===== src/apss_pkg.sv =====
// ============================================================================
// apss_pkg
// Shared types, codes and result decoding for the ATA PIO sector sequencer.
// ============================================================================
`default_nettype none

package apss_pkg;

    // task-file register offsets
    localparam logic [2:0] REG_DATA    = 3'd0;
    localparam logic [2:0] REG_COUNT   = 3'd2;
    localparam logic [2:0] REG_LBA_LO  = 3'd3;
    localparam logic [2:0] REG_LBA_MID = 3'd4;
    localparam logic [2:0] REG_LBA_HI  = 3'd5;
    localparam logic [2:0] REG_SELECT  = 3'd6;
    localparam logic [2:0] REG_CMD_ST  = 3'd7;

    // input item kinds
    localparam logic [1:0] CMD_START_RD  = 2'd0;
    localparam logic [1:0] CMD_START_WR  = 2'd1;
    localparam logic [1:0] CMD_BUS_REPLY = 2'd2;
    localparam logic [1:0] CMD_HOST_WORD = 2'd3;

    // result actions
    localparam logic [2:0] ACT_BYTE_RD = 3'd0;
    localparam logic [2:0] ACT_WORD_RD = 3'd1;
    localparam logic [2:0] ACT_BYTE_WR = 3'd2;
    localparam logic [2:0] ACT_WORD_WR = 3'd3;
    localparam logic [2:0] ACT_HOST    = 3'd4;
    localparam logic [2:0] ACT_DONE    = 3'd5;

    // outcomes carried on done
    localparam logic [1:0] OC_SUCCESS     = 2'd0;
    localparam logic [1:0] OC_DEV_ERROR   = 2'd1;
    localparam logic [1:0] OC_BSY_TIMEOUT = 2'd2;
    localparam logic [1:0] OC_DRQ_TIMEOUT = 2'd3;

    // device constants
    localparam logic [7:0]  SEL_LBA_BASE      = 8'hE0;
    localparam logic [7:0]  ATA_READ_SECTORS  = 8'h20;
    localparam logic [7:0]  ATA_WRITE_SECTORS = 8'h30;
    localparam logic [7:0]  ST_BSY            = 8'h80;
    localparam logic [7:0]  ST_DRQ            = 8'h08;
    localparam logic [7:0]  ST_ERR            = 8'h01;
    localparam logic [16:0] POLL_LIMIT_RESET  = 17'd100000;
    localparam logic [8:0]  SECTOR_WORDS      = 9'd256;

    typedef enum logic [2:0] {
        PH_IDLE,
        PH_WAIT_BSY,
        PH_WAIT_DRQ,
        PH_READ_DATA,
        PH_WRITE_DATA
    } t_phase;

    // one input item's worth of results, expanded a beat at a time downstream
    typedef enum logic [2:0] {
        BK_STATUS_RD,
        BK_TASKFILE,
        BK_DONE,
        BK_WORD_RD,
        BK_HOST_NEXT,
        BK_HOST_DONE,
        BK_WR_WORD,
        BK_WR_DONE
    } t_burst_kind;

    typedef struct packed {
        t_burst_kind kind;
        logic        is_write;
        logic [27:0] lba;
        logic [15:0] word;
        logic [1:0]  outcome;
    } t_burst;

    typedef struct packed {
        logic [2:0]  action;
        logic [2:0]  reg_offset;
        logic [15:0] value;
        logic [1:0]  outcome;
        logic        last;
    } t_result;

    function automatic logic [2:0] burst_last_idx(input t_burst_kind kind);
        logic [2:0] li;
        li = 3'd0;
        case (kind) inside
            BK_TASKFILE:                           li = 3'd6;
            BK_HOST_NEXT, BK_HOST_DONE, BK_WR_DONE: li = 3'd1;
            default:                               li = 3'd0;
        endcase
        return li;
    endfunction

    function automatic t_result burst_result(input t_burst b, input logic [2:0] idx);
        t_result r;
        r.action     = ACT_BYTE_RD;
        r.reg_offset = REG_DATA;
        r.value      = 16'h0000;
        r.outcome    = OC_SUCCESS;
        r.last       = (idx == burst_last_idx(b.kind));
        case (b.kind)
            BK_STATUS_RD: begin
                r.reg_offset = REG_CMD_ST;
            end
            BK_TASKFILE: begin
                r.action = ACT_BYTE_WR;
                case (idx)
                    3'd0: begin
                        r.reg_offset = REG_SELECT;
                        r.value      = {8'h00, SEL_LBA_BASE | {4'h0, b.lba[27:24]}};
                    end
                    3'd1: begin
                        r.reg_offset = REG_COUNT;
                        r.value      = 16'd1;
                    end
                    3'd2: begin
                        r.reg_offset = REG_LBA_LO;
                        r.value      = {8'h00, b.lba[7:0]};
                    end
                    3'd3: begin
                        r.reg_offset = REG_LBA_MID;
                        r.value      = {8'h00, b.lba[15:8]};
                    end
                    3'd4: begin
                        r.reg_offset = REG_LBA_HI;
                        r.value      = {8'h00, b.lba[23:16]};
                    end
                    3'd5: begin
                        r.reg_offset = REG_CMD_ST;
                        r.value      = {8'h00, b.is_write ? ATA_WRITE_SECTORS
                                                          : ATA_READ_SECTORS};
                    end
                    default: begin
                        // closing status read after the command byte
                        r.action     = ACT_BYTE_RD;
                        r.reg_offset = REG_CMD_ST;
                    end
                endcase
            end
            BK_DONE: begin
                r.action  = ACT_DONE;
                r.outcome = b.outcome;
            end
            BK_WORD_RD: begin
                r.action = ACT_WORD_RD;
            end
            BK_HOST_NEXT: begin
                if (idx == 3'd0) begin
                    r.action = ACT_HOST;
                    r.value  = b.word;
                end else begin
                    r.action = ACT_WORD_RD;
                end
            end
            BK_HOST_DONE: begin
                if (idx == 3'd0) begin
                    r.action = ACT_HOST;
                    r.value  = b.word;
                end else begin
                    r.action = ACT_DONE;
                end
            end
            BK_WR_WORD: begin
                r.action = ACT_WORD_WR;
                r.value  = b.word;
            end
            default: begin
                if (idx == 3'd0) begin
                    r.action = ACT_WORD_WR;
                    r.value  = b.word;
                end else begin
                    r.action = ACT_DONE;
                end
            end
        endcase
        return r;
    endfunction

endpackage

`default_nettype wire


===== src/apss_phase_ctrl.sv =====
// ============================================================================
// apss_phase_ctrl
// Phase machine: takes one item per beat, updates the transfer state and
// hands a burst descriptor to the result generator.
// ============================================================================
`default_nettype none

module apss_phase_ctrl
    import apss_pkg::*;
(
    input  wire logic        i_clk,
    input  wire logic        i_rst_n,
    input  wire logic        i_cfg_we,
    input  wire logic [16:0] i_cfg_data,
    input  wire logic        i_accept,
    input  wire logic [1:0]  i_cmd,
    input  wire logic [27:0] i_lba,
    input  wire logic [15:0] i_word,
    output logic             o_burst_valid,
    output t_burst           o_burst
);

    t_phase      r_phase, n_phase;
    logic        r_is_write, n_is_write;
    logic [27:0] r_lba, n_lba;
    logic [16:0] r_polls_left, n_polls_left;
    logic [8:0]  r_words_left, n_words_left;
    logic [16:0] r_poll_limit;

    logic [7:0]  status;
    logic [16:0] budget;
    logic [8:0]  words_dec;

    assign status    = i_word[7:0];
    // a zero limit still allows the first read
    assign budget    = (r_poll_limit == 17'd0) ? 17'd0 : r_poll_limit - 17'd1;
    assign words_dec = (r_words_left == 9'd0) ? 9'd0 : r_words_left - 9'd1;

    always_ff @(posedge i_clk) begin
        if (!i_rst_n) begin
            r_poll_limit <= POLL_LIMIT_RESET;
        end else if (i_cfg_we) begin
            r_poll_limit <= i_cfg_data;
        end
    end

    always_ff @(posedge i_clk) begin
        if (!i_rst_n) begin
            r_phase      <= PH_IDLE;
            r_is_write   <= 1'b0;
            r_lba        <= 28'd0;
            r_polls_left <= 17'd0;
            r_words_left <= 9'd0;
        end else if (i_accept) begin
            r_phase      <= n_phase;
            r_is_write   <= n_is_write;
            r_lba        <= n_lba;
            r_polls_left <= n_polls_left;
            r_words_left <= n_words_left;
        end
    end

    // next phase
    always_comb begin
        n_phase = r_phase;
        unique case (r_phase)
            PH_IDLE: begin
                if (i_cmd == CMD_START_RD || i_cmd == CMD_START_WR) begin
                    n_phase = PH_WAIT_BSY;
                end
            end
            PH_WAIT_BSY: begin
                if (i_cmd == CMD_BUS_REPLY) begin
                    if ((status & ST_BSY) == 8'h00) begin
                        n_phase = PH_WAIT_DRQ;
                    end else if (r_polls_left == 17'd0) begin
                        n_phase = PH_IDLE;
                    end
                end
            end
            PH_WAIT_DRQ: begin
                if (i_cmd == CMD_BUS_REPLY) begin
                    if ((status & ST_ERR) != 8'h00) begin
                        n_phase = PH_IDLE;
                    end else if ((status & ST_DRQ) != 8'h00) begin
                        n_phase = r_is_write ? PH_WRITE_DATA : PH_READ_DATA;
                    end else if (r_polls_left == 17'd0) begin
                        n_phase = PH_IDLE;
                    end
                end
            end
            PH_READ_DATA: begin
                if (i_cmd == CMD_BUS_REPLY && words_dec == 9'd0) begin
                    n_phase = PH_IDLE;
                end
            end
            PH_WRITE_DATA: begin
                if (i_cmd == CMD_HOST_WORD && words_dec == 9'd0) begin
                    n_phase = PH_IDLE;
                end
            end
            default: n_phase = PH_IDLE;
        endcase
    end

    // state updates and burst descriptor
    always_comb begin
        n_is_write       = r_is_write;
        n_lba            = r_lba;
        n_polls_left     = r_polls_left;
        n_words_left     = r_words_left;
        o_burst_valid    = 1'b0;
        o_burst.kind     = BK_STATUS_RD;
        o_burst.is_write = r_is_write;
        o_burst.lba      = r_lba;
        o_burst.word     = i_word;
        o_burst.outcome  = OC_SUCCESS;
        unique case (r_phase)
            PH_IDLE: begin
                if (i_cmd == CMD_START_RD || i_cmd == CMD_START_WR) begin
                    n_is_write    = i_cmd[0];
                    n_lba         = i_lba;
                    n_polls_left  = budget;
                    o_burst_valid = i_accept;
                end
            end
            PH_WAIT_BSY: begin
                if (i_cmd == CMD_BUS_REPLY) begin
                    o_burst_valid = i_accept;
                    if ((status & ST_BSY) == 8'h00) begin
                        n_polls_left = budget;
                        o_burst.kind = BK_TASKFILE;
                    end else if (r_polls_left == 17'd0) begin
                        o_burst.kind    = BK_DONE;
                        o_burst.outcome = OC_BSY_TIMEOUT;
                    end else begin
                        n_polls_left = r_polls_left - 17'd1;
                    end
                end
            end
            PH_WAIT_DRQ: begin
                if (i_cmd == CMD_BUS_REPLY) begin
                    o_burst_valid = i_accept;
                    if ((status & ST_ERR) != 8'h00) begin
                        o_burst.kind    = BK_DONE;
                        o_burst.outcome = OC_DEV_ERROR;
                    end else if ((status & ST_DRQ) != 8'h00) begin
                        n_words_left = SECTOR_WORDS;
                        o_burst.kind = BK_WORD_RD;
                        // write side waits silently for host words
                        if (r_is_write) begin
                            o_burst_valid = 1'b0;
                        end
                    end else if (r_polls_left == 17'd0) begin
                        o_burst.kind    = BK_DONE;
                        o_burst.outcome = OC_DRQ_TIMEOUT;
                    end else begin
                        n_polls_left = r_polls_left - 17'd1;
                    end
                end
            end
            PH_READ_DATA: begin
                if (i_cmd == CMD_BUS_REPLY) begin
                    o_burst_valid = i_accept;
                    n_words_left  = words_dec;
                    o_burst.kind  = (words_dec == 9'd0) ? BK_HOST_DONE : BK_HOST_NEXT;
                end
            end
            PH_WRITE_DATA: begin
                if (i_cmd == CMD_HOST_WORD) begin
                    o_burst_valid = i_accept;
                    n_words_left  = words_dec;
                    o_burst.kind  = (words_dec == 9'd0) ? BK_WR_DONE : BK_WR_WORD;
                end
            end
            default: begin
                o_burst_valid = 1'b0;
            end
        endcase
    end

endmodule

`default_nettype wire


===== src/apss_result_gen.sv =====
// ============================================================================
// apss_result_gen
// Holds one burst descriptor and plays it out one result per beat through
// an output register.
// ============================================================================
`default_nettype none

module apss_result_gen
    import apss_pkg::*;
(
    input  wire logic   i_clk,
    input  wire logic   i_rst_n,
    input  wire logic   i_burst_valid,
    input  wire t_burst i_burst,
    output logic        o_burst_ready,
    input  wire logic   i_m_ready,
    output logic        o_m_valid,
    output t_result     o_result
);

    logic       r_desc_valid;
    t_burst     r_desc;
    logic [2:0] r_idx;
    logic       r_out_valid;
    t_result    r_out;

    logic load;
    logic cur_last;

    assign load          = r_desc_valid && (!r_out_valid || i_m_ready);
    assign cur_last      = (r_idx == burst_last_idx(r_desc.kind));
    // slot frees in the cycle its final result moves to the output register
    assign o_burst_ready = !r_desc_valid || (load && cur_last);
    assign o_m_valid     = r_out_valid;
    assign o_result      = r_out;

    always_ff @(posedge i_clk) begin
        if (!i_rst_n) begin
            r_desc_valid <= 1'b0;
            r_idx        <= 3'd0;
            r_out_valid  <= 1'b0;
        end else begin
            if (i_burst_valid) begin
                r_desc_valid <= 1'b1;
                r_idx        <= 3'd0;
            end else if (load && cur_last) begin
                r_desc_valid <= 1'b0;
            end else if (load) begin
                r_idx <= r_idx + 3'd1;
            end
            if (load) begin
                r_out_valid <= 1'b1;
            end else if (i_m_ready) begin
                r_out_valid <= 1'b0;
            end
        end
    end

    always_ff @(posedge i_clk) begin
        if (i_burst_valid) begin
            r_desc <= i_burst;
        end
        if (load) begin
            r_out <= burst_result(r_desc, r_idx);
        end
    end

endmodule

`default_nettype wire


===== src/ata_pio_sector_sequencer.sv =====
// ============================================================================
// ata_pio_sector_sequencer
// Host-side sequencer for a single-sector ATA PIO LBA28 read or write.
// ============================================================================
//  channel   dir  beat content
//  s_axis    in   tuser: cmd; tdata: lba, data_word
//  m_axis    out  tuser: action; tdata: reg_offset, value, outcome; tlast: last
//  cfg       in   i_cfg_data: status_poll_limit
//
//  An input beat is taken in any cycle the burst descriptor slot is free or
//  is releasing its final result; state updates in that same cycle.
//  Results leave one per beat via the output register: none to seven per item,
//  seven for the task-file sequence, so output pacing sets the long-run rate.
//  Reset is synchronous, active low; no clearing pass is needed.
//  A stalled m_axis holds its beat; s_axis keeps accepting until the slot fills.
// ============================================================================
`default_nettype none

module ata_pio_sector_sequencer
    import apss_pkg::*;
(
    input  wire logic        i_clk,
    input  wire logic        i_rst_n,
    input  wire logic        i_cfg_valid,
    output logic             o_cfg_ready,
    input  wire logic [16:0] i_cfg_data,
    input  wire logic        s_axis_tvalid,
    output logic             s_axis_tready,
    input  wire logic [47:0] s_axis_tdata,  // [27:0] lba, [43:28] data_word, rest zero
    input  wire logic [1:0]  s_axis_tuser,  // [1:0] cmd
    output logic             m_axis_tvalid,
    input  wire logic        m_axis_tready,
    output logic [23:0]      m_axis_tdata,  // [2:0] reg_offset, [18:3] value, [20:19] outcome
    output logic [2:0]       m_axis_tuser,  // [2:0] action
    output logic             m_axis_tlast
);

    logic    accept;
    logic    burst_valid;
    t_burst  burst;
    t_result result;

    assign o_cfg_ready = 1'b1;
    assign accept      = s_axis_tvalid && s_axis_tready;

    apss_phase_ctrl u_phase (
        .i_clk         (i_clk),
        .i_rst_n       (i_rst_n),
        .i_cfg_we      (i_cfg_valid),
        .i_cfg_data    (i_cfg_data),
        .i_accept      (accept),
        .i_cmd         (s_axis_tuser),
        .i_lba         (s_axis_tdata[27:0]),
        .i_word        (s_axis_tdata[43:28]),
        .o_burst_valid (burst_valid),
        .o_burst       (burst)
    );

    apss_result_gen u_result (
        .i_clk         (i_clk),
        .i_rst_n       (i_rst_n),
        .i_burst_valid (burst_valid),
        .i_burst       (burst),
        .o_burst_ready (s_axis_tready),
        .i_m_ready     (m_axis_tready),
        .o_m_valid     (m_axis_tvalid),
        .o_result      (result)
    );

    assign m_axis_tdata = {3'b000, result.outcome, result.value, result.reg_offset};
    assign m_axis_tuser = result.action;
    assign m_axis_tlast = result.last;

endmodule

`default_nettype wire


===== config.mk =====
export PLATFORM = sky130hd
export DESIGN_NAME = ata_pio_sector_sequencer
export DESIGN_NICKNAME = d
export VERILOG_FILES = /design/src/apss_pkg.sv /design/src/apss_phase_ctrl.sv /design/src/apss_result_gen.sv /design/src/ata_pio_sector_sequencer.sv
export SDC_FILE = /design/constraint.sdc
export NUM_CORES = 1
export LEC_CHECK = 0
export BUFFER_PORTS_ARGS = -buffer_cell sky130_fd_sc_hd__buf_2
export CAP_MARGIN = 0
export CORE_UTILIZATION = 50
export DETAILED_ROUTE_END_ITERATION = 8
export GPL_ROUTABILITY_DRIVEN = 0
export PLACE_DENSITY = 0.72
export SYNTH_ARGS = -nofsm -noshare
export SYNTH_HDL_FRONTEND = slang
export SYNTH_SLANG_ARGS = --single-unit
export TNS_END_PERCENT = 30

===== constraint.sdc =====
create_clock -name i_clk -period 6.45 [get_ports i_clk]
set_clock_uncertainty 0.05 [all_clocks]
set_input_delay 0.645 -clock i_clk [delete_from_list [all_inputs] [get_ports i_clk]]
set_output_delay 0.645 -clock i_clk [all_outputs]
set_load 0.05 [all_outputs]

# Word level (Yosys, flattened, before mapping)
# Cells that the tools add are included.
[classes] n_bitwise=2 n_eq_ne=31 n_lt_le_gt_ge=0 shifts=0 multipliers=0 n_div=0 add_sub_neg=4 muxes=72 reduce_logical=33
[ops] cell="$mux W17" n=8
[ops] cell="$mux W3" n=20
[ops] cell="$mux W9" n=6
[ops] cell="$pmux W17 S3" n=1
[ops] cell="$pmux W16 S3" n=1
[ops] cell="$pmux W8 S6" n=1
[ops] cell="$logic_not A17 Y1" n=2
[ops] cell="$sub A17 B1 Y17 const B" n=2
[ops] cell="$pmux W3 S5" n=2
[ops] cell="$pmux W9 S3" n=1
[ops] cell="$eq A3 B3 Y1 const B" n=7
[ops] cell="$pmux W3 S7" n=1
[ops] cell="$mux W2" n=10
[ops] cell="$eq A3 B2 Y1 const B" n=6
[ops] cell="$logic_not A9 Y1" n=2
[ops] cell="$mux W16" n=1
[ops] cell="$mux W1" n=15
[ops] cell="$ne A2 B1 Y1 const B" n=7
[ops] cell="$reduce_and A7 Y1" n=2
[ops] cell="$pmux W3 S4" n=1
[ops] cell="$eq A3 B1 Y1 const B" n=3
[ops] cell="$logic_not A3 Y1" n=3
[ops] cell="$sub A9 B1 Y9 const B" n=1
[ops] cell="$logic_not A8 Y1" n=1
[ops] cell="22 further kinds" n=38
[word_totals] elab_cells=161 n_memories=0 mem_bits_rw=0 input_bits=72 regBits=155 latchBits=0 output_inout_bits=31 romBits=0

# Logic depth before layout (Yosys ltp)
# Gate-level depths: netlist of the first run.
[logic_depth] depth_word=14 depth_mapped=9 ltp_nobuf=8

# By module
# From an unflattened synthesis of the first run, not the netlist that was laid out.
[hier_totals] hier_cells=717 area_unflattened_um2=7178.1
[by_module_without_submodules] module="apss_phase_ctrl" area_each_um2=3988.8 instances=1 seq_area_each_um2=1501.4 cells_each=511
[by_module_without_submodules] module="apss_result_gen" area_each_um2=3145.5 instances=1 seq_area_each_um2=2352.3 cells_each=199
[by_module_without_submodules] module="ata_pio_sector_sequencer" area_each_um2=43.8 instances=1 seq_area_each_um2=0.0 cells_each=7

# Worst setup path before layout of the first run
# No wires, ideal clock.
[synth_timing] path_kind="register -> register" from="register u_result.r_desc[49] (netlist name)" to="register u_result.r_desc[0] (netlist name) (enable)" t_arrival_ns=2.632 setup_ns=0.404 setup_slack_ns=3.363 path_stages_with_launch=6 required_ns=5.996 synth_period_minus_slack_ns=3.087 n_path_buf=0 cell_sequence="edfxtp_1 > nand2b_1 > a2111oi_2 > o31ai_2 > a221o_1 > inv_1"
[synth_between] elab_chain_cells=13 word_cells_on_any_way=19 classes_between="5 x eq/ne; 10 x mux; 4 x reduce/logical"
[synth_rtl] element="start, declared" line_no="apss_result_gen.sv:22" rtl="t_burst r_desc;"
[synth_rtl] element="start signal, assigned" line_no="apss_result_gen.sv:61" rtl="r_desc <= i_burst;"
[synth_rtl] element="$eq A3 B3 Y1" line_no="apss_result_gen.sv:31" rtl="assign cur_last = (r_idx == burst_last_idx(r_desc.kind));"
[synth_rtl] element="$reduce_or A3 Y1" line_no="apss_pkg.sv:87" rtl="case (kind) inside"
[synth_rtl] element="$mux W1" line_no="apss_pkg.sv:87"
[synth_rtl] element="$mux W3 *" line_no="apss_pkg.sv:87"
[synth_rtl] element="$eq A3 B3 Y1 *" line_no="apss_result_gen.sv:31"
[synth_rtl] element="$logic_and A1 B1 Y1 *" line_no="apss_result_gen.sv:33" rtl="assign o_burst_ready = !r_desc_valid || (load && cur_last);"
[synth_rtl] element="$logic_or A1 B1 Y1 *" line_no="apss_result_gen.sv:33"
[synth_rtl] element="$logic_and A1 B1 Y1 *" line_no="ata_pio_sector_sequencer.sv:44" rtl="assign accept = s_axis_tvalid && s_axis_tready;"
[synth_rtl] element="$mux W1" line_no="apss_phase_ctrl.sv:151" rtl="if (r_is_write) begin"
[synth_rtl] element="$mux W1" line_no="apss_phase_ctrl.sv:147" rtl="end else if ((status & ST_DRQ) != 8'h00) begin"
[synth_rtl] element="$mux W1" line_no="apss_phase_ctrl.sv:144" rtl="if ((status & ST_ERR) != 8'h00) begin"
[synth_rtl] element="$mux W1" line_no="apss_phase_ctrl.sv:142" rtl="if (i_cmd == CMD_BUS_REPLY) begin"
[synth_rtl] element="$pmux W1 S4 *" line_no="apss_phase_ctrl.sv:118" rtl="unique case (r_phase)"
[synth_rtl] element="named net burst_valid" line_no="ata_pio_sector_sequencer.sv:39" rtl="logic burst_valid;"
# The timed path passes the listed nets; every way through them passes the cells marked *.
# A chain may end at the register's enable or synchronous reset.

# Worst setup path after layout of the first run
[layout_timing] from="register u_result.r_desc[49] (netlist name)" to="register u_result.r_desc[43] (netlist name) (enable)"
# The elaborated chain is that of the path after synthesis.

==> results.cfg, run 1 <==
[run_status]
status = complete, no violations

[cts]
cts_tree = yes
cts_setup_buffers = 0
cts-buffers-inserted = 17
cts_max_level = 4
cts.path.max_buffers = 2
path_clk_slew_ns = 0.06
clock_latency_ns = 0.42
cts_resized = 0
clockRootBuffer = clkbuf_16
clock_sinks = 155
cts_hold_buf = 0

[power]
peakVddDrop_mv = 0.198
power.density_nw_per_um2 = 288
p_leak_uw = 0.00322

[final_layout]
final_area_um2 = 8420
drive_gt1_share_pct = 17.8
diodes = 0
areaGrowthSynthToFinish_pct = 14.9
nFillCells = 1164
finalNonFillerCells = 972
postLayoutCoreUtil_pct = 59.7
layout.nets = 861

[timing]
holdWs_ns = 0.355
rsz0062_at_grt = false
setup_viol = 0
drv_slew = 0
fmax_mhz = 304
hold_viol_final = 0
period_share_pct = 50.9
max_slew_margin_pct = 26.2
worst_pin_slew_ns = 1.11
fin_crit_ns = 3.29
fin_setup_tns_ns = 0

[worst_hold_path]
hold_path_class = in -> reg

[floorplan]
die_height_um = 123
die-area_um2 = 15100
initial_core_util_pct = 52.0
core_um2 = 14100
fp-row-count = 43
die_x_um = 123
ios = 103

[flow_run]
maxCapViolations = 0

[synth]
synth_area_per_cell_um2 = 10.4
ys_async_sr_fraction_pct = 0
syn_inst = 701
ys_warn_count = 0
netlist_top_cells_area = edfxtp_1 (31%), dfxtp_1 (22%), mux2i_1 (7.0%), nor2b_1 (3.8%), nand2_1 (3.0%)
yosysTopAreaCell = edfxtp_1
ys_seq_area_share_pct = 52.6
syn_area_um2 = 7320
synthFlopType = dfxtp_1
ys_ff_latch = 155
ys_types = 69
yosysTopAreaCellShare_pct = 30.7
synth_enable_flop_cells = 75

[placed_design]
placedCellCount = 940
dp_hpwl_um = 10600
portBuffers = 94
place_area_um2 = 7860

[critical_path]
cp_slowest_cell = inv_2
crit_chain = nand2b_1 > a2111oi_2 > o31ai_2 > a221o_1 > inv_2
critical_path.max_stage_delay_ns = 0.78
required_ns = 6.44
path_class = reg -> reg
start_kind = flop
crit_cells = 5
reg2regPathDepth = 5
r2r-end = u_result.r_desc[43]$_DFFE_PP_
crit_start = u_result.r_desc[49]$_DFFE_PP_
rrSetupSlack_ns = 3.16
crit_buf_inv = 1
end_kind = flop
crit_path_end = u_result.r_desc[43]$_DFFE_PP_
cp.arrival_ns = 3.27
worstPathMaxFanout = 50
r2r-start = u_result.r_desc[49]$_DFFE_PP_
cp_top_family = compound AO/OA/AOI/OAI gates

[grt]
grtUsageMet2_pct = 34.2
grt_pass1_vias = 5115
gr-total-overflow = 0
grt_start_max_net_pins = 96
top_usage_layer = met2
antenna_found_initial = 0
grtUsageTotal_pct = 21.5
grt_pass1_wl_um = 24900
grtUsageMet1_pct = 28.5
grt_util_met3_pct = 5.54

[drt]
drc_errors = 0
drtIter0Drc = 478
ant_nets = 0
vias = 5505
viasPerCell = 5.66
wirelength_um = 15500
dr.pass1.iters = 6
wl_per_cell_um = 15.9
-- worst register-to-register path, stage by stage, from the launching register on --
cell	delay, ns
edfxtp_1	0.61
nand2b_1	0.26
a2111oi_2	0.48
o31ai_2	0.25
a221o_1	0.46
inv_2	0.78
-- power by group --
group / switching, uW / total, uW / internal, uW
logic: 220 / 345 / 125
clock network: 368 / 931 / 563
registers: 42.7 / 1140 / 1100
total: 630 / 2420 / 1790
-- synthesized netlist by cell type, types with 4 or more instances --
cell,n
a21boi_1,5
a21oi_1,32
a32o_1,10
and2_1,14
and3_1,5
buf_4,5
clkbuf_1,28
dfxtp_1,80
edfxtp_1,75
ha_1,10
inv_1,18
mux2_2,4
mux2i_1,51
nand2_1,58
nand2b_1,10
nand3_1,14
nand4_1,4
nor2_1,49
nor2b_1,45
nor3_1,15
nor3b_1,6
nor4_1,7
o211ai_1,5
o21ai_0,20
o21ai_1,17
o22ai_1,10
o32ai_1,7
or3_1,5
or4_1,6
xnor2_1,9
xor2_1,5
-- through the flow --
stage          power, uW  setup WS, ns
6_report            2420          3.16
5_1_grt             2520          2.98
2_1_floorplan       1410          3.36
3_3_place_gp        1490          3.31
3_5_place_dp        1500          3.15
4_1_cts             2440          3.16
-- routing by layer --
metal | share of wire (%) | up-vias
met4 | 1.1 | 0
met5 | 0 | -
met1 | 45 | 2587
li1 | - | 2718
met3 | 6.2 | 14
met2 | 47 | 186
-- layout by cell type (no fill, tap or decap), types with 15 or more instances in the layout --
master / netlist / routed
buf_2: 3 / 94
dfxtp_1: 80 / 80
edfxtp_1: 75 / 75
nand2_1: 58 / 58
mux2i_1: 51 / 51
nor2_1: 49 / 49
nor2b_1: 45 / 45
a21oi_1: 32 / 32
o21ai_0: 20 / 20
inv_1: 18 / 17
o21ai_1: 17 / 17
clkbuf_16: 0 / 17
nor3_1: 15 / 15
-- worst min path at each step --
stage                                   start  cells after the start                            end  slack (ns)
2_1_floorplan   u_phase.r_lba[0]$_SDFFE_PN0P_                      0  u_result.r_desc[18]$_DFFE_PP_        0.36
3_3_place_gp   u_phase.r_lba[11]$_SDFFE_PN0P_                      0  u_result.r_desc[29]$_DFFE_PP_        0.36
3_5_place_dp    u_phase.r_lba[4]$_SDFFE_PN0P_                      0  u_result.r_desc[22]$_DFFE_PP_        0.36
4_1_cts                      s_axis_tdata[29]                      1   u_result.r_desc[3]$_DFFE_PP_        0.34
5_1_grt                      s_axis_tdata[38]                      1  u_result.r_desc[12]$_DFFE_PP_        0.34
6_report                     s_axis_tdata[38]                      1  u_result.r_desc[12]$_DFFE_PP_        0.35
-- logic make-up after synthesis --
kind of cell,Yosys count,share of synthesized area [%]
AND/OR/NAND/NOR,259,18.8
flip-flops,155,52.6
AO/OA/AOI/OAI,148,14.1
buffers and inverters,58,3.48
multiplexers,55,7.58
XOR/XNOR,14,1.67
adder cells (fa/ha/maj),10,1.71
other,2,0.103
-- flip-flops by register name, indices dropped and copies added, names as in the netlist --
signal and count:
u_result.r_desc_valid 1, u_phase.r_is_write 1, u_phase.r_phase 3, u_phase.r_poll_limit 17, u_phase.r_lba 28, u_result.o_result 25, u_phase.r_polls_left 17, u_phase.r_words_left 9
u_result.r_idx 3, u_result.o_m_valid 1, u_result.r_desc 50
-- cell type report --
type	instances	area (um^2)	share of cell area [%]
Clock buffer	24	487	5.78
Clock inverter	8	68.8	0.817
Inverter	18	67.6	0.803
Multi-Input combinational cell	490	3220	38.3
Sequential cell	155	3850	45.8
Tap cell	180	225	2.68
Timing Repair Buffer	97	493	5.86
Note: power is estimated with default switching activity, not from simulation.
==> run 2: changes to the inputs <==
==> constraint.sdc (replaced) <==
create_clock -name i_clk -period 3.12 [get_ports i_clk]
set_clock_uncertainty 0.05 [all_clocks]
set_input_delay 0.312 -clock i_clk [delete_from_list [all_inputs] [get_ports i_clk]]
set_output_delay 0.312 -clock i_clk [all_outputs]
set_load 0.05 [all_outputs]
==> results.cfg, run 2 (synthesized netlist as in run 1, its figures left out) <==
[worst_hold_path]
whs_path_depth = 1
hold_path_class = in -> reg

[timing]
hold_viol_final = 0
rsz0062_at_grt = false
fmax_mhz = 358
fin_setup_tns_ns = 0
worst_pin_slew_ns = 1.04
drv_slew = 0
fin_crit_ns = 2.79
setup_viol = 0
max_slew_margin_pct = 30.1
period_share_pct = 89.6

[placed_design]
portBuffers = 94
dp_hpwl_um = 10700
place_area_um2 = 7970

[critical_path]
cp_top_family = simple AND/OR/NAND/NOR gates
crit_chain = nand2b_1 > and3_1 > o31ai_2 > nand2_1 > buf_2
critical_path.max_stage_delay_ns = 0.55
start_kind = flop
cp_slowest_cell = o31ai_2
required_ns = 2.76
crit_buf_inv = 1
reg2regPathDepth = 6
path_class = reg -> out
end_kind = output port
crit_cells = 5
cp.arrival_ns = 2.43
worstPathMaxFanout = 7

[final_layout]
final_area_um2 = 8540
layout_common_cells = buf_2 (94), dfxtp_1 (80), edfxtp_1 (75), nand2_1 (58), mux2i_1 (51)
drive_gt1_share_pct = 18.3
mostFrequentLayoutCell = buf_2
areaGrowthSynthToFinish_pct = 16.5
largest-register = u_result.r_desc
layout.nets = 876
largest_register_ff_count = 50
diodes = 0
postLayoutCoreUtil_pct = 60.6
nFillCells = 1174

[power]
switching_share_pct = 26.0
combPwrFrac_pct = 14.7
peakVddDrop_mv = 0.416
p_int_uw = 3710
clkPwrFrac_pct = 38.2
p_leak_uw = 0.00328
power.density_nw_per_um2 = 588
p_seq_share_pct = 47.1
p_switching_uw = 1300

[cts]
clock_sinks = 155
cts.path.max_buffers = 2
path_clk_slew_ns = 0.06
cts_tree = yes
cts_resized = 0
clock_latency_ns = 0.43
cts-buffers-inserted = 17
clockRootBuffer = clkbuf_16
cts_max_level = 4

[drt]
wirelength_um = 15400
vias = 5556
drc_errors = 0
dr.pass1.iters = 6
drtIter0Drc = 479
ant_nets = 0
wl_per_cell_um = 15.6
viasPerCell = 5.63

[flow_run]
maxCapViolations = 0

[grt]
grt_pass1_vias = 5225
antenna_found_initial = 0
grtUsageTotal_pct = 21.4
gr-total-overflow = 0
grt_pass1_wl_um = 24900
grt_start_max_net_pins = 58

[floorplan]
die_x_um = 123
die_height_um = 123
core_um2 = 14100
initial_core_util_pct = 52.0
die-area_um2 = 15100
ios = 103
fp-row-count = 43

[run_status]
status = complete, no violations
run 2: changes by cell type in the layout (fill, tap and decap cells not counted):
cell,previous run,this run
clkinvlp_4,0,1
dlygate4sd3_1,0,2
clkbuf_1,2,3
buf_12,0,1
buf_4,3,15
clkinv_2,6,4
clkbuf_8,3,0
clkbuf_2,1,0
clkinv_4,1,0
bufinv_16,1,2
clkbuf_4,1,0
clkinv_1,0,5
run 2: worst reg2reg max path: stages, from the launching register on:
cell and delay (ns):
dfxtp_1 0.38, inv_1 0.15, ha_1 0.53, nand2_1 0.25, a21boi_0 0.87, nand2_1 0.20, o21ai_0 0.15
run 2: through the flow:
step / worst slack [ns] / hold WS [ns] / std cells / power (uW)
finish: 0.326 / 0.0163 / 987 / 5020
global route: 0.139 / 0.00174 / 987 / 5220
CTS: 0.315 / 0.00193 / 985 / 5030
detailed placement: 0.405 / 0.364 / 953 / 3130
global placement: 0.478 / 0.363 / 953 / 3110
floorplan: 0.0334 / 0.358 / 703 / 2920
run 2: path summary, 6_finish.rpt:
check	startpoint	endpoint	slack, ns
worst max-delay path	u_result.r_desc[47]$_DFFE_PP_	s_axis_tready	0.33
worst min-delay path	s_axis_tdata[41]	u_result.r_desc[15]$_DFFE_PP_	0.02
worst max register to register	u_result.r_idx[0]$_SDFFE_PP0P_	u_result.o_result[3]$_DFFE_PP_	0.36
worst min register to register	u_phase.r_lba[9]$_SDFFE_PN0P_	u_result.r_desc[27]$_DFFE_PP_	0.38
run 2: metal layers:
layer / track usage (%) / part of all wire, % / vias to the layer above / wire (um)
li1: - / - / 2752 / -
met1: 28.0 / 46 / 2609 / 7110
met2: 34.4 / 47 / 176 / 7160
met3: 3.74 / 5.1 / 19 / 791
met4: 10.5 / 2.0 / 0 / 305
met5: 0 / 0 / - / 0
run 2: power groups by stage:
stage                     Sequential [uW]  Clock, uW  Combinational, uW
final                                2360       1910                739
after global routing                 2380       2030                810
after CTS                            2360       1930                734
after detailed placement             2400          0                728
after global placement               2400          0                711
after floorplan                      2440          0                481
run 2: cell type report:
cell class              count  area (um^2)  share of cell area [%]
clock buffers              20          437                    5.12
clock inverters            12          106                    1.25
inverters                  18         67.6                   0.792
multi-input cells         490         3220                    37.8
flip-flops and latches    155         3850                    45.1
well taps                 180          225                    2.64
repair buffers            112          623                    7.30
run 2: repair_timing:
| action | CTS | global route |
|---|---|---|
| buffers inserted | 0 | 0 |
| hold buffers | 0 | 2 |
| endpoints found under the hold margin | 0 | 2 |
==> run 3: changes to the inputs <==
--- a/config.mk
+++ b/config.mk
@@ -7,6 +7,7 @@
 export LEC_CHECK = 0
 export BUFFER_PORTS_ARGS = -buffer_cell sky130_fd_sc_hd__buf_2
 export CAP_MARGIN = 0
+export CORE_ASPECT_RATIO = 1.2
 export CORE_UTILIZATION = 50
 export DETAILED_ROUTE_END_ITERATION = 8
 export GPL_ROUTABILITY_DRIVEN = 0
@@ -14,4 +15,3 @@
 export SYNTH_ARGS = -nofsm -noshare
 export SYNTH_HDL_FRONTEND = slang
 export SYNTH_SLANG_ARGS = --single-unit
-export TNS_END_PERCENT = 30
==> results.cfg, run 3 (synthesized netlist as in run 1, its figures left out) <==
[final_layout]
mostFrequentLayoutCell = buf_2
nFillCells = 1193
drive_gt1_share_pct = 19.2
layout_common_cells = buf_2 (94), dfxtp_1 (80), edfxtp_1 (75), nand2_1 (58), mux2i_1 (51)
largest_register_ff_count = 50
largest-register = u_result.r_desc
areaGrowthSynthToFinish_pct = 17.9
finalNonFillerCells = 984
layout.nets = 877

[grt]
gr-total-overflow = 0
grtUsageTotal_pct = 22.0
grt_pass1_vias = 5338
antenna_found_initial = 1
grt_start_max_net_pins = 55
grt_pass1_wl_um = 26000

[placed_design]
portBuffers = 94
dp_hpwl_um = 11100
placedCellCount = 948

[run_status]
status = complete, no violations

[floorplan]
ios = 103
die_x_um = 112
die_height_um = 135
die-area_um2 = 15100
initial_core_util_pct = 51.0
core_um2 = 14400
fp-row-count = 48

[cts]
cts-buffers-inserted = 17
clock_sinks = 155
cts_hold_buf = 3
cts_max_level = 4
cts.path.max_buffers = 2
path_clk_slew_ns = 0.06
cts_resized = 0
cts_tree = yes
clock_latency_ns = 0.43
clockRootBuffer = clkbuf_16
cts_setup_buffers = 0

[worst_hold_path]
whs_path_depth = 1
min-delay-start = s_axis_tdata[30]
hold_end = u_result.r_desc[4]$_DFFE_PP_
hold_path_class = in -> reg

[timing]
rsz0062_at_grt = false
fin_setup_tns_ns = 0
period_share_pct = 92.4
fmax_mhz = 347
fin_crit_ns = 2.88
max_slew_margin_pct = 41.0
hold_viol_final = 0
drv_slew = 0
setup_viol = 0
worst_pin_slew_ns = 0.885

[critical_path]
worstPathMaxFanout = 7
required_ns = 2.76
cp.arrival_ns = 2.52
rrSetupSlack_ns = 0.40
path_class = reg -> out
end_kind = output port
reg2regPathDepth = 7
start_kind = flop
r2r-end = u_phase.r_lba[23]$_SDFFE_PN0P_
r2r-start = u_result.r_desc[49]$_DFFE_PP_

[power]
peakVddDrop_mv = 0.338
p_leak_uw = 0.00332
power.density_nw_per_um2 = 609

[drt]
wl_per_cell_um = 16.0
drc_errors = 0
drtIter0Drc = 393
viasPerCell = 5.69
vias = 5596
wirelength_um = 15700
ant_nets = 0
dr.pass1.iters = 6

[flow_run]
maxCapViolations = 0
==> run 3: changes by cell type in the layout (fill, tap and decap cells not counted), moves of 2 or more <==
cell	before	now
clkinv_1	5	1
clkbuf_1	3	0
bufinv_16	2	4
clkinv_4	0	2
==> run 3: report_power, final <==
part           switching, uW  internal (uW)
combinational            466            282
sequential              83.1           2280
clock                    815           1340
total                   1360           3900
==> run 3: layer usage <==
| layer | vias to the layer above | routed length [um] | track usage [%] |
|---|---|---|---|
| li1 | 2768 | - | - |
| met1 | 2636 | 6770 | 27.2 |
| met2 | 173 | 7950 | 37.8 |
| met3 | 19 | 751 | 5.34 |
| met4 | 0 | 221 | 7.26 |
| met5 | - | 0 | 0 |
==> run 3: how the worst max path moves through the flow <==
stage,end,from,slack (ns)
3_5_place_dp,u_phase.r_lba[23]$_SDFFE_PN0P_,u_result.r_desc[49]$_DFFE_PP_,0.45
6_report,s_axis_tready,u_result.r_desc[47]$_DFFE_PP_,0.24
4_1_cts,s_axis_tready,u_result.r_desc[47]$_DFFE_PP_,0.23
2_1_floorplan,u_result.r_desc[0]$_DFFE_PP_,u_result.r_desc[49]$_DFFE_PP_,0.03
3_3_place_gp,u_result.r_desc[6]$_DFFE_PP_,u_result.r_desc[49]$_DFFE_PP_,0.55
5_1_grt,s_axis_tready,u_result.r_desc[47]$_DFFE_PP_,0.10
==> run 3: critical path, stage by stage (launching register included) <==
cell and delay, ns:
edfxtp_1 0.51, nand2b_1 0.28, and3_1 0.23, o31ai_2 0.54, nand2_1 0.26, buf_2 0.28
==> run 3: cell type report <==
type / count / area (um^2) / share of cell area [%]
inverters: 18 / 67.6 / 0.783
multi-input cells: 490 / 3220 / 37.3
well taps: 175 / 219 / 2.54
clock inverters: 15 / 196 / 2.28
clock buffers: 17 / 425 / 4.93
repair buffers: 113 / 646 / 7.48
diodes: 1 / 2.50 / 0.0290
flip-flops and latches: 155 / 3850 / 44.6
==> run 3: through the flow <==
| stage | instance area (um^2) | setup WS, ns | utilization, % | total power [uW] | hold WS (ns) |
|---|---|---|---|---|---|
| floorplan | 7330 | 0.0334 | - | 2920 | 0.358 |
| global placement | 7980 | 0.553 | 55.6 | 3110 | 0.366 |
| detailed placement | 7980 | 0.447 | 55.6 | 3140 | 0.365 |
| CTS | 8630 | 0.231 | 60.1 | 5300 | 0.000556 |
| global route | 8630 | 0.104 | 60.1 | 5470 | 0.00256 |
| finish | 8630 | 0.236 | 60.1 | 5260 | 0.0161 |
